==> config.mk <==
export PLATFORM = sky130hd
export DESIGN_NAME = overlap_box_index_walker
export DESIGN_NICKNAME = d
export VERILOG_FILES = /design/src/sv/obiw_pkg.sv /design/src/sv/obiw_front.sv /design/src/sv/obiw_fifo.sv /design/src/sv/obiw_back.sv /design/src/sv/overlap_box_index_walker.sv
export SDC_FILE = /design/constraint.sdc
export NUM_CORES = 2
export LEC_CHECK = 0
export BUFFER_PORTS_ARGS = -buffer_cell sky130_fd_sc_hd__buf_2
export CAP_MARGIN = 5
export CORE_UTILIZATION = 42
export CTS_CLUSTER_SIZE = 14
export DETAILED_ROUTE_END_ITERATION = 10
export PLACE_DENSITY = 0.7
export SKIP_CTS_REPAIR_TIMING = 1
export SLEW_MARGIN = 20
export SYNTH_ARGS = -nofsm -noshare
export SYNTH_HDL_FRONTEND = slang
export SYNTH_SLANG_ARGS = --single-unit
==> constraint.sdc <==
create_clock -name clk -period 8.47 [get_ports clk]
set_clock_uncertainty 0.15 [all_clocks]
set_input_delay 0.847 -clock clk [delete_from_list [all_inputs] [get_ports clk]]
set_output_delay 0.847 -clock clk [all_outputs]
set_load 0.005 [all_outputs]
==> src/sv/obiw_pkg.sv <==
// ----------------------------------------------------------------------------
// Overlap box index walker package
// Shared payload types, command codes and fixed field widths.
// ----------------------------------------------------------------------------
package obiw_pkg;

	localparam int WINDOW_BITS = 60;
	localparam int ORIGIN_BITS = 36;
	localparam int EXTENT_BITS = 24;
	localparam int INDEX_BITS  = 24;

	localparam logic [INDEX_BITS-1:0] INDEX_MAX = {INDEX_BITS{1'b1}};

	localparam logic CMD_START = 1'b0;
	localparam logic CMD_EMIT  = 1'b1;

	typedef struct packed {
		logic                   cmd;
		logic [WINDOW_BITS-1:0] x_window;
		logic [WINDOW_BITS-1:0] y_window;
		logic [WINDOW_BITS-1:0] z_window;
		logic [ORIGIN_BITS-1:0] orbit_origin;
		logic [EXTENT_BITS-1:0] orbit_extent;
		logic [ORIGIN_BITS-1:0] proj_origin;
		logic [EXTENT_BITS-1:0] proj_extent;
	} item_t;

	typedef struct packed {
		logic [INDEX_BITS-1:0] orbit_index;
		logic [INDEX_BITS-1:0] proj_index;
		logic                  last_point;
	} result_t;

	// What the front needs to know about the queue and the back end.
	typedef struct packed {
		logic full;
		logic idle;
	} status_t;

endpackage

==> src/sv/obiw_front.sv <==
// ----------------------------------------------------------------------------
// Overlap box index walker front end
// Takes items, keeps the walk position and pushes a point per emit in a walk.
// ----------------------------------------------------------------------------
module obiw_front #(
	parameter int COORD_BITS = 12
) (
	input  logic                     clk,
	input  logic                     arst_n,
	input  logic                     item_valid,
	output logic                     item_stall,
	input  obiw_pkg::item_t          item,
	input  obiw_pkg::status_t        status,
	output logic                     push,
	output logic [3*COORD_BITS+3:0]  push_data,
	output logic                     load,
	output logic [15*COORD_BITS-1:0] load_data
);

	localparam int C    = COORD_BITS;
	localparam int WPAD = (5*C > obiw_pkg::WINDOW_BITS) ? 5*C : obiw_pkg::WINDOW_BITS;
	localparam int OPAD = (3*C > obiw_pkg::ORIGIN_BITS) ? 3*C : obiw_pkg::ORIGIN_BITS;
	localparam int EPAD = (2*C > obiw_pkg::EXTENT_BITS) ? 2*C : obiw_pkg::EXTENT_BITS;

	typedef struct packed {
		logic [2:0][C-1:0] coord;
		logic [2:0]        sel;
		logic              last;
	} point_t;

	typedef struct packed {
		logic [2:0][C-1:0] shift;
		logic [2:0][C-1:0] orb_org;
		logic [2:0][C-1:0] prj_org;
		logic [C-1:0]      orb_nz;
		logic [C-1:0]      prj_nz;
		logic [2*C-1:0]    orb_plane;
		logic [2*C-1:0]    prj_plane;
	} load_t;

	logic [WPAD-1:0] win_pad [3];
	logic [OPAD-1:0] orb_org_pad, prj_org_pad;
	logic [EPAD-1:0] orb_ext_pad, prj_ext_pad;

	logic [C-1:0] in_lo1 [3];
	logic [C-1:0] in_hi1 [3];
	logic [C-1:0] in_lo2 [3];
	logic [C-1:0] in_hi2 [3];
	logic [2:0]   in_ok1;
	logic [2:0]   in_ok;

	logic [C-1:0] lo1_q [3];
	logic [C-1:0] hi1_q [3];
	logic [C-1:0] lo2_q [3];
	logic [C-1:0] hi2_q [3];
	logic [C-1:0] cnt_q [3];
	logic [2:0]   sel_q;
	logic         active_q;

	logic [2:0]   can_inc, can_sw, step_ok, carry;
	logic [C-1:0] cnt_d [3];
	logic [2:0]   sel_d;
	logic         last;
	logic         accept, start, emit;

	point_t pt;
	load_t  ld;

	assign win_pad[0]  = WPAD'(item.x_window);
	assign win_pad[1]  = WPAD'(item.y_window);
	assign win_pad[2]  = WPAD'(item.z_window);
	assign orb_org_pad = OPAD'(item.orbit_origin);
	assign prj_org_pad = OPAD'(item.proj_origin);
	assign orb_ext_pad = EPAD'(item.orbit_extent);
	assign prj_ext_pad = EPAD'(item.proj_extent);

	always_comb begin
		for (int a = 0; a < 3; a++) begin
			in_lo1[a] = win_pad[a][0 +: C];
			in_hi1[a] = win_pad[a][C +: C];
			in_lo2[a] = win_pad[a][2*C +: C];
			in_hi2[a] = win_pad[a][3*C +: C];
			in_ok1[a] = in_lo1[a] <= in_hi1[a];
			in_ok[a]  = in_ok1[a] || (in_lo2[a] <= in_hi2[a]);
		end
	end

	// A start waits until no earlier point still needs the loaded geometry.
	assign item_stall = status.full || ((item.cmd == obiw_pkg::CMD_START) && !status.idle);
	assign accept     = item_valid && !item_stall;
	assign start      = accept && (item.cmd == obiw_pkg::CMD_START);
	assign emit       = accept && (item.cmd == obiw_pkg::CMD_EMIT);
	assign push       = emit && active_q;

	// The z axis steps first; an axis that has run out rewinds and carries upward.
	always_comb begin
		for (int a = 0; a < 3; a++) begin
			can_inc[a] = cnt_q[a] < (sel_q[a] ? hi2_q[a] : hi1_q[a]);
			can_sw[a]  = !sel_q[a] && (lo2_q[a] <= hi2_q[a]);
			step_ok[a] = can_inc[a] || can_sw[a];
		end
		carry[2] = 1'b1;
		carry[1] = carry[2] && !step_ok[2];
		carry[0] = carry[1] && !step_ok[1];
		last     = carry[0] && !step_ok[0];
		for (int a = 0; a < 3; a++) begin
			cnt_d[a] = cnt_q[a];
			sel_d[a] = sel_q[a];
			if (carry[a]) begin
				if (can_inc[a]) begin
					cnt_d[a] = cnt_q[a] + C'(1);
				end else if (can_sw[a]) begin
					sel_d[a] = 1'b1;
					cnt_d[a] = lo2_q[a];
				end else if (a > 0) begin
					sel_d[a] = !(lo1_q[a] <= hi1_q[a]);
					cnt_d[a] = (lo1_q[a] <= hi1_q[a]) ? lo1_q[a] : lo2_q[a];
				end
			end
		end
	end

	always_ff @(posedge clk or negedge arst_n) begin
		if (!arst_n) begin
			for (int a = 0; a < 3; a++) begin
				lo1_q[a] <= '0;
				hi1_q[a] <= '0;
				lo2_q[a] <= '0;
				hi2_q[a] <= '0;
				cnt_q[a] <= '0;
			end
			sel_q    <= '0;
			active_q <= 1'b0;
		end else if (start) begin
			for (int a = 0; a < 3; a++) begin
				lo1_q[a] <= in_lo1[a];
				hi1_q[a] <= in_hi1[a];
				lo2_q[a] <= in_lo2[a];
				hi2_q[a] <= in_hi2[a];
				cnt_q[a] <= in_ok1[a] ? in_lo1[a] : in_lo2[a];
				sel_q[a] <= !in_ok1[a];
			end
			active_q <= &in_ok;
		end else if (push) begin
			for (int a = 0; a < 3; a++) begin
				cnt_q[a] <= cnt_d[a];
			end
			sel_q <= sel_d;
			if (last) begin
				active_q <= 1'b0;
			end
		end
	end

	always_comb begin
		for (int a = 0; a < 3; a++) begin
			pt.coord[a]  = cnt_q[a];
			ld.shift[a]   = win_pad[a][4*C +: C];
			ld.orb_org[a] = orb_org_pad[a*C +: C];
			ld.prj_org[a] = prj_org_pad[a*C +: C];
		end
		pt.sel       = sel_q;
		pt.last      = last;
		ld.orb_nz    = orb_ext_pad[C +: C];
		ld.prj_nz    = prj_ext_pad[C +: C];
		ld.orb_plane = (2*C)'(orb_ext_pad[0 +: C]) * (2*C)'(orb_ext_pad[C +: C]);
		ld.prj_plane = (2*C)'(prj_ext_pad[0 +: C]) * (2*C)'(prj_ext_pad[C +: C]);
	end

	assign push_data = pt;
	assign load      = start;
	assign load_data = ld;

endmodule

==> src/sv/obiw_fifo.sv <==
// ----------------------------------------------------------------------------
// Overlap box index walker point queue
// Small register queue that decouples the front end from the back end.
// ----------------------------------------------------------------------------
module obiw_fifo #(
	parameter int WIDTH = 40,
	parameter int DEPTH_LOG2 = 2
) (
	input  logic             clk,
	input  logic             arst_n,
	input  logic             push,
	input  logic [WIDTH-1:0] push_data,
	input  logic             pop,
	output logic [WIDTH-1:0] head,
	output logic             full,
	output logic             empty
);

	localparam int DEPTH = 1 << DEPTH_LOG2;

	logic [WIDTH-1:0]      entry_q [DEPTH];
	logic [DEPTH_LOG2-1:0] wr_ptr_q, rd_ptr_q;
	logic [DEPTH_LOG2:0]   count_q;

	assign full  = count_q == (DEPTH_LOG2+1)'(DEPTH);
	assign empty = count_q == '0;
	assign head  = entry_q[rd_ptr_q];

	always_ff @(posedge clk) begin
		if (push) begin
			entry_q[wr_ptr_q] <= push_data;
		end
	end

	always_ff @(posedge clk or negedge arst_n) begin
		if (!arst_n) begin
			wr_ptr_q <= '0;
			rd_ptr_q <= '0;
			count_q  <= '0;
		end else begin
			if (push) begin
				wr_ptr_q <= wr_ptr_q + DEPTH_LOG2'(1);
			end
			if (pop) begin
				rd_ptr_q <= rd_ptr_q + DEPTH_LOG2'(1);
			end
			if (push && !pop) begin
				count_q <= count_q + (DEPTH_LOG2+1)'(1);
			end else if (pop && !push) begin
				count_q <= count_q - (DEPTH_LOG2+1)'(1);
			end
		end
	end

endmodule

==> src/sv/obiw_back.sv <==
// ----------------------------------------------------------------------------
// Overlap box index walker back end
// Offset, stride multiply and sum-with-saturation pipeline for both boxes.
// ----------------------------------------------------------------------------
module obiw_back #(
	parameter int COORD_BITS = 12
) (
	input  logic                     clk,
	input  logic                     arst_n,
	input  logic                     load,
	input  logic [15*COORD_BITS-1:0] load_data,
	input  logic                     pt_valid,
	input  logic [3*COORD_BITS+3:0]  pt_data,
	output logic                     pop,
	output logic                     busy,
	output logic                     result_valid,
	input  logic                     result_stall,
	output obiw_pkg::result_t        result
);

	localparam int C   = COORD_BITS;
	localparam int DW  = C + 2;
	localparam int PW  = DW + 2*C + 1;
	localparam int SW0 = PW + 2;
	localparam int SW  = (SW0 > obiw_pkg::INDEX_BITS) ? SW0 : obiw_pkg::INDEX_BITS + 1;

	typedef struct packed {
		logic [2:0][C-1:0] coord;
		logic [2:0]        sel;
		logic              last;
	} point_t;

	typedef struct packed {
		logic [2:0][C-1:0] shift;
		logic [2:0][C-1:0] orb_org;
		logic [2:0][C-1:0] prj_org;
		logic [C-1:0]      orb_nz;
		logic [C-1:0]      prj_nz;
		logic [2*C-1:0]    orb_plane;
		logic [2*C-1:0]    prj_plane;
	} load_t;

	function automatic logic [obiw_pkg::INDEX_BITS-1:0] saturate(logic signed [SW-1:0] v);
		logic [obiw_pkg::INDEX_BITS-1:0] r;
		if (v[SW-1]) begin
			r = '0;
		end else if (v > $signed(SW'(obiw_pkg::INDEX_MAX))) begin
			r = obiw_pkg::INDEX_MAX;
		end else begin
			r = v[obiw_pkg::INDEX_BITS-1:0];
		end
		return r;
	endfunction

	load_t  geo_q;
	point_t pt;

	logic                 v_s1, v_s2, result_valid_q;
	logic                 rdy1, rdy2, rdy3;
	logic signed [DW-1:0] d_orb_s1 [3];
	logic signed [DW-1:0] d_prj_s1 [3];
	logic                 last_s1;
	logic signed [PW-1:0] tx_orb_s2, ty_orb_s2, tx_prj_s2, ty_prj_s2;
	logic signed [DW-1:0] tz_orb_s2, tz_prj_s2;
	logic                 last_s2;
	logic signed [SW-1:0] sum_orb, sum_prj;
	obiw_pkg::result_t    result_q;

	assign pt = pt_data;

	always_ff @(posedge clk or negedge arst_n) begin
		if (!arst_n) begin
			geo_q <= '0;
		end else if (load) begin
			geo_q <= load_data;
		end
	end

	assign rdy3 = !result_valid_q || !result_stall;
	assign rdy2 = !v_s2 || rdy3;
	assign rdy1 = !v_s1 || rdy2;
	assign pop  = pt_valid && rdy1;
	assign busy = v_s1 || v_s2;

	always_ff @(posedge clk or negedge arst_n) begin
		if (!arst_n) begin
			v_s1           <= 1'b0;
			v_s2           <= 1'b0;
			result_valid_q <= 1'b0;
		end else begin
			if (rdy1) begin
				v_s1 <= pop;
			end
			if (rdy2) begin
				v_s2 <= v_s1;
			end
			if (rdy3) begin
				result_valid_q <= v_s2;
			end
		end
	end

	// Offsets from each box's corner; the projector side takes the shift for
	// every axis that sits in its second range.
	always_ff @(posedge clk) begin
		if (pop) begin
			for (int a = 0; a < 3; a++) begin
				d_orb_s1[a] <= $signed({2'b00, pt.coord[a]}) - $signed({2'b00, geo_q.orb_org[a]});
				d_prj_s1[a] <= $signed({2'b00, pt.coord[a]}) - $signed({2'b00, geo_q.prj_org[a]})
					- (pt.sel[a] ? $signed({{2{geo_q.shift[a][C-1]}}, geo_q.shift[a]})
						: $signed(DW'(0)));
			end
			last_s1 <= pt.last;
		end
	end

	always_ff @(posedge clk) begin
		if (rdy2 && v_s1) begin
			tx_orb_s2 <= PW'(d_orb_s1[0]) * PW'($signed({1'b0, geo_q.orb_plane}));
			ty_orb_s2 <= PW'(d_orb_s1[1]) * PW'($signed({1'b0, geo_q.orb_nz}));
			tz_orb_s2 <= d_orb_s1[2];
			tx_prj_s2 <= PW'(d_prj_s1[0]) * PW'($signed({1'b0, geo_q.prj_plane}));
			ty_prj_s2 <= PW'(d_prj_s1[1]) * PW'($signed({1'b0, geo_q.prj_nz}));
			tz_prj_s2 <= d_prj_s1[2];
			last_s2   <= last_s1;
		end
	end

	assign sum_orb = SW'(tx_orb_s2) + SW'(ty_orb_s2) + SW'(tz_orb_s2);
	assign sum_prj = SW'(tx_prj_s2) + SW'(ty_prj_s2) + SW'(tz_prj_s2);

	always_ff @(posedge clk) begin
		if (rdy3 && v_s2) begin
			result_q.orbit_index <= saturate(sum_orb);
			result_q.proj_index  <= saturate(sum_prj);
			result_q.last_point  <= last_s2;
		end
	end

	assign result_valid = result_valid_q;
	assign result       = result_q;

endmodule

==> src/sv/overlap_box_index_walker.sv <==
// ----------------------------------------------------------------------------
// Overlap box index walker
// Walks the overlap of an orbital box and a projector box and gives the flat
// index pair of one grid point for every emit transfer during a walk.
// ----------------------------------------------------------------------------
//  channel  | valid        | stall        | payload
//  ---------+--------------+--------------+----------------------------------
//  item     | item_valid   | item_stall   | item   (obiw_pkg::item_t)
//  result   | result_valid | result_stall | result (obiw_pkg::result_t)
//
// One item is taken per cycle while item_stall is low; the emit stream runs at
// one point per cycle while the queue has room. A point passes the queue and
// then the offset, multiply and sum stages on its way to the result register.
// A start item is held until the points before it have passed the multipliers.
// The point queue holds 2**QUEUE_LOG2 entries; when it is full, items stall.
// Reset clears the walk, so emits before the first start give no result.
// ----------------------------------------------------------------------------
module overlap_box_index_walker #(
	parameter int COORD_BITS = 12,
	parameter int QUEUE_LOG2 = 2
) (
	input  logic              clk,
	input  logic              arst_n,
	input  logic              item_valid,
	output logic              item_stall,
	input  obiw_pkg::item_t   item,
	output logic              result_valid,
	input  logic              result_stall,
	output obiw_pkg::result_t result
);

	localparam int PT_W = 3*COORD_BITS + 4;
	localparam int LD_W = 15*COORD_BITS;

	logic              push, pop, load, fifo_full, fifo_empty, back_busy;
	logic [PT_W-1:0]   push_data, head;
	logic [LD_W-1:0]   load_data;
	obiw_pkg::status_t status;

	assign status.full = fifo_full;
	assign status.idle = fifo_empty && !back_busy;

	obiw_front #(
		.COORD_BITS (COORD_BITS)
	) u_front (
		.clk        (clk),
		.arst_n     (arst_n),
		.item_valid (item_valid),
		.item_stall (item_stall),
		.item       (item),
		.status     (status),
		.push       (push),
		.push_data  (push_data),
		.load       (load),
		.load_data  (load_data)
	);

	obiw_fifo #(
		.WIDTH      (PT_W),
		.DEPTH_LOG2 (QUEUE_LOG2)
	) u_fifo (
		.clk       (clk),
		.arst_n    (arst_n),
		.push      (push),
		.push_data (push_data),
		.pop       (pop),
		.head      (head),
		.full      (fifo_full),
		.empty     (fifo_empty)
	);

	obiw_back #(
		.COORD_BITS (COORD_BITS)
	) u_back (
		.clk          (clk),
		.arst_n       (arst_n),
		.load         (load),
		.load_data    (load_data),
		.pt_valid     (!fifo_empty),
		.pt_data      (head),
		.pop          (pop),
		.busy         (back_busy),
		.result_valid (result_valid),
		.result_stall (result_stall),
		.result       (result)
	);

endmodule

==> summary.txt <==
CTS
  • Htree depth: 3
  • Clock Root Buffer: clkbuf_16
  • TritonCTS Buffers: 91
  • Sink Count: around 810
  • CTS max path bufs: 3
  • CTS tree: built
  • Worst-path clk slew: approximately 0.060 ns
  • Clock Latency Late Sink: around 0.74 ns

Placement
  • Port bufs: roughly 360
  • Post-DP Area: between 0.09 and 0.1 mm2
  • Detailed placement HPWL: between 150000 and 200000 um
  • Routability cong.: approximately 0.97

Final layout
  • Final core occ: 46.0%
  • Share of layout cells above drive strength 1: under 10%
  • Multi-input gate area: about 0.058 mm2
  • Register Area: ~0.023 mm2
  • Fill cells: 19216
  • Most frequent cells in the layout: inv_1 (1533), nand2_1 (1439), fa_1 (1123)
  • Final instance area: around 0.095 mm2
  • Nets: around 12000
  • Most common cell after layout, fill and taps aside: inv_1
  • Area grow syn2layout: 8.56%

Logic synthesis
  • Register area share after synthesis: approximately 26%
  • Area leader, netlist: fa_1
  • Synthesized area per cell: approximately 9.7 um2
  • Synth Flop Type: edfxtp_1
  • Synth top area share: between 20% and 30%
  • Syn_nets: approximately 11000
  • Post-synth ARST share: around 45%
  • Post-Syn Instances: between 9000 and 10000
  • Number of synthesized flops with an enable pin: around 450
  • Synth top area cells: fa_1 (26%), edfxtp_1 (15%), ha_1 (12%)
  • Yosys cell types: 94
  • Mapped Area: 0.0878 mm2
  • Flops & latches, synth: approximately 810
  • Ys Warns: 0

Worst setup path
  • Worst path arrival time: between 8 and 9 ns
  • Critical path class: flip-flop to flip-flop
  • R2r setup slk: 0.74 ns
  • Slowest CP cell: edfxtp_1
  • CP Launch Type: flip-flop
  • Reg2reg end: u_back.tx_orb_s2[37]$_DFFE_PP_
  • Reg2reg start: u_back.d_orb_s1[0][5]$_DFFE_PP_
  • Crit-path max FO: 24
  • Critical path cell sequence: nand2_1 -> fa_1 -> fa_1 -> inv_1 -> fa_1 -> inv_1 -> fa_1 -> fa_1 -> fa_1 -> inv_1 -> ha_1 -> nand2_1 -> o31ai_1 -> o311ai_0 -> a31oi_1 -> a31oi_1 -> o21ai_0 -> o21ai_0 -> a21boi_0 -> a211o_1 -> a21oi_1 -> xnor2_1
  • R2R cell count: 22
  • Worst Path Buf+Inv: 3
  • Critical Path Max Stage Delay: 1.00 ns
  • Worst Path Required: roughly 8.8 ns
  • CP dominant cell by count: fa_1
  • Critical Path End Type: flip-flop
  • Worst path top cell family by delay: adder cells

Die
  • Die W: approximately 460 um
  • Cell Rows: between 150 and 200
  • Die area: 0.211 mm2
  • IO Count: 356
  • Initial Utilization: a little over two fifths
  • Die height: 459 um
  • Core Area: between 0.2 and 0.25 mm2

Timing
  • Setup TNS: 0 ns
  • Fin crit share: 91.3%
  • Slew Viols, Final: 0
  • Pin slew with the least headroom to its limit: between 1 and 1.5 ns
  • Final setup fails: 0
  • Final hold violations: 0
  • Rel. slew slack: between 20% and 30%
  • Shortest period the worst path allows: 7.73 ns
  • RSZ-0062 raised after global routing: no
  • Achievable Freq: between 0.1 and 0.15 GHz

Hold path
  • Hold Path Class: input port to async pin

Route
  • Via-to-Cell Ratio: around 5.3
  • Routed Antenna Nets: 0
  • DR vias: approximately 64000
  • DRC violations left: 0
  • Routed WL: 238000 um
  • DRT Pass-1 Iters: 6
  • First DRT Iteration DRCs: just under 5000
  • Routed len/inst: about 20 um

Job
  • # Max-Cap Violations: 0

Global route
  • Total global routing overflow: 0
  • Global-route wire length before repair: ~370000 um
  • Top Usage Layer GRT: met2
  • Vias in the first global route: roughly 66000
  • Initial antenna violation count: 20
  • Met1 GRT Util: between 30% and 40%
  • Met2 Use GR: a little over a third
  • Largest net degree at the start of global routing: between 100 and 150
  • Met3 GRT Util: 3.58%
  • Total Routing Usage GR: about 23%

Status
  • Status: finished clean
==> registers in the layout (all words and copies together) (netlist names), 2 cells and up <==
signal and flops:
u_back.geo_q 180, u_fifo.entry_q 160, u_back.result 49, u_back.d_prj_s1 42, u_back.d_orb_s1 39, u_back.tx_orb_s2 39, u_back.tx_prj_s2 39, u_front.hi1_q 36
u_front.hi2_q 36, u_front.lo2_q 36, u_front.push_data 36, u_back.ty_orb_s2 27, u_back.ty_prj_s2 27, u_front.lo1_q 24, u_back.tz_prj_s2 14, u_back.tz_orb_s2 13
u_fifo.count_q 3, u_front.sel_q 3, u_fifo.rd_ptr_q 2, u_fifo.wr_ptr_q 2
==> stage by stage <==
| stage | setup WS (ns) | hold slack (ns) | std cells |
|---|---|---|---|
| finish | 0.737 | 0.0136 | 12083 |
| global route | 0.287 | 0.0953 | 12078 |
| CTS | 0.902 | 0.0456 | 12076 |
| detailed placement | 0.929 | 0.260 | 11905 |
| global placement | 0.930 | 0.254 | 11905 |
| floorplan | 1.49 | 0.250 | 9052 |
==> cell type report <==
type | instances | area share (%)
Tap cell | 2788 | 3.66
Inverter | 1534 | 6.04
Clock inverter | 52 | 0.576
Timing Repair Buffer | 407 | 2.31
Multi-Input combinational cell | 6363 | 61.0
Antenna cell | 7 | 0.0184
Clock buffer | 119 | 2.65
Sequential cell | 813 | 23.7
==> synthesized netlist by cell type (24+ instances only) <==
cell,n
a211oi_1,27
a21boi_0,47
a21o_1,132
a21oi_1,314
a31oi_1,35
and2_1,628
and3_1,26
clkbuf_1,314
dfrtp_1,362
edfxtp_1,451
fa_1,1123
ha_1,867
inv_1,1533
mux2i_1,107
mux4_2,40
nand2_1,1439
nand2b_1,86
nand3_1,58
nand4_1,57
nor2_1,252
nor2b_1,67
nor3_1,61
o211ai_1,24
o21a_1,38
o21ai_0,375
o21bai_1,39
xnor2_1,168
xor2_1,98
==> cell families (layout without fill, tap and decap cells) <==
| group | after synthesis | count (layout) | synth area share (%) |
|---|---|---|---|
| compound gates | 1210 | 1210 | 8.62 |
| xor+xnor | 266 | 266 | 2.65 |
| fa+ha+maj | 1990 | 1990 | 37.9 |
| flops | 813 | 813 | 25.7 |
| simple gates | 2744 | 2744 | 14.7 |
| other cells | 0 | 7 | 0 |
| mux | 153 | 153 | 2.32 |
| buf+inv | 1876 | 2112 | 8.07 |
==> per-layer routing <==
metal | up-vias | routed length (um)
met4 | 26 | 12000
li1 | 29290 | -
met1 | 31691 | 103000
met5 | - | 150
met3 | 446 | 15900
met2 | 2183 | 108000
==> worst max-delay path by stage <==
| stage | start | to | slack (ns) | depth (start not counted) |
|---|---|---|---|---|
| after detailed placement | u_back.d_orb_s1[0][5]$_DFFE_PP_ | u_back.tx_orb_s2[37]$_DFFE_PP_ | 0.93 | 23 |
| after floorplan | result_stall | u_fifo.count_q[1]$_DFFE_PN0P_ | 1.49 | 6 |
| final | u_back.d_orb_s1[0][5]$_DFFE_PP_ | u_back.tx_orb_s2[37]$_DFFE_PP_ | 0.74 | 22 |
| after global placement | u_back.d_orb_s1[0][5]$_DFFE_PP_ | u_back.tx_orb_s2[35]$_DFFE_PP_ | 0.93 | 23 |
| after CTS | u_back.d_orb_s1[0][5]$_DFFE_PP_ | u_back.tx_orb_s2[37]$_DFFE_PP_ | 0.90 | 23 |
| after global routing | u_back.d_orb_s1[0][5]$_DFFE_PP_ | u_back.tx_orb_s2[37]$_DFFE_PP_ | 0.29 | 22 |
Power is not shown: default switching activity piles up to over one toggle a cycle in this logic, so the estimate is an artifact.
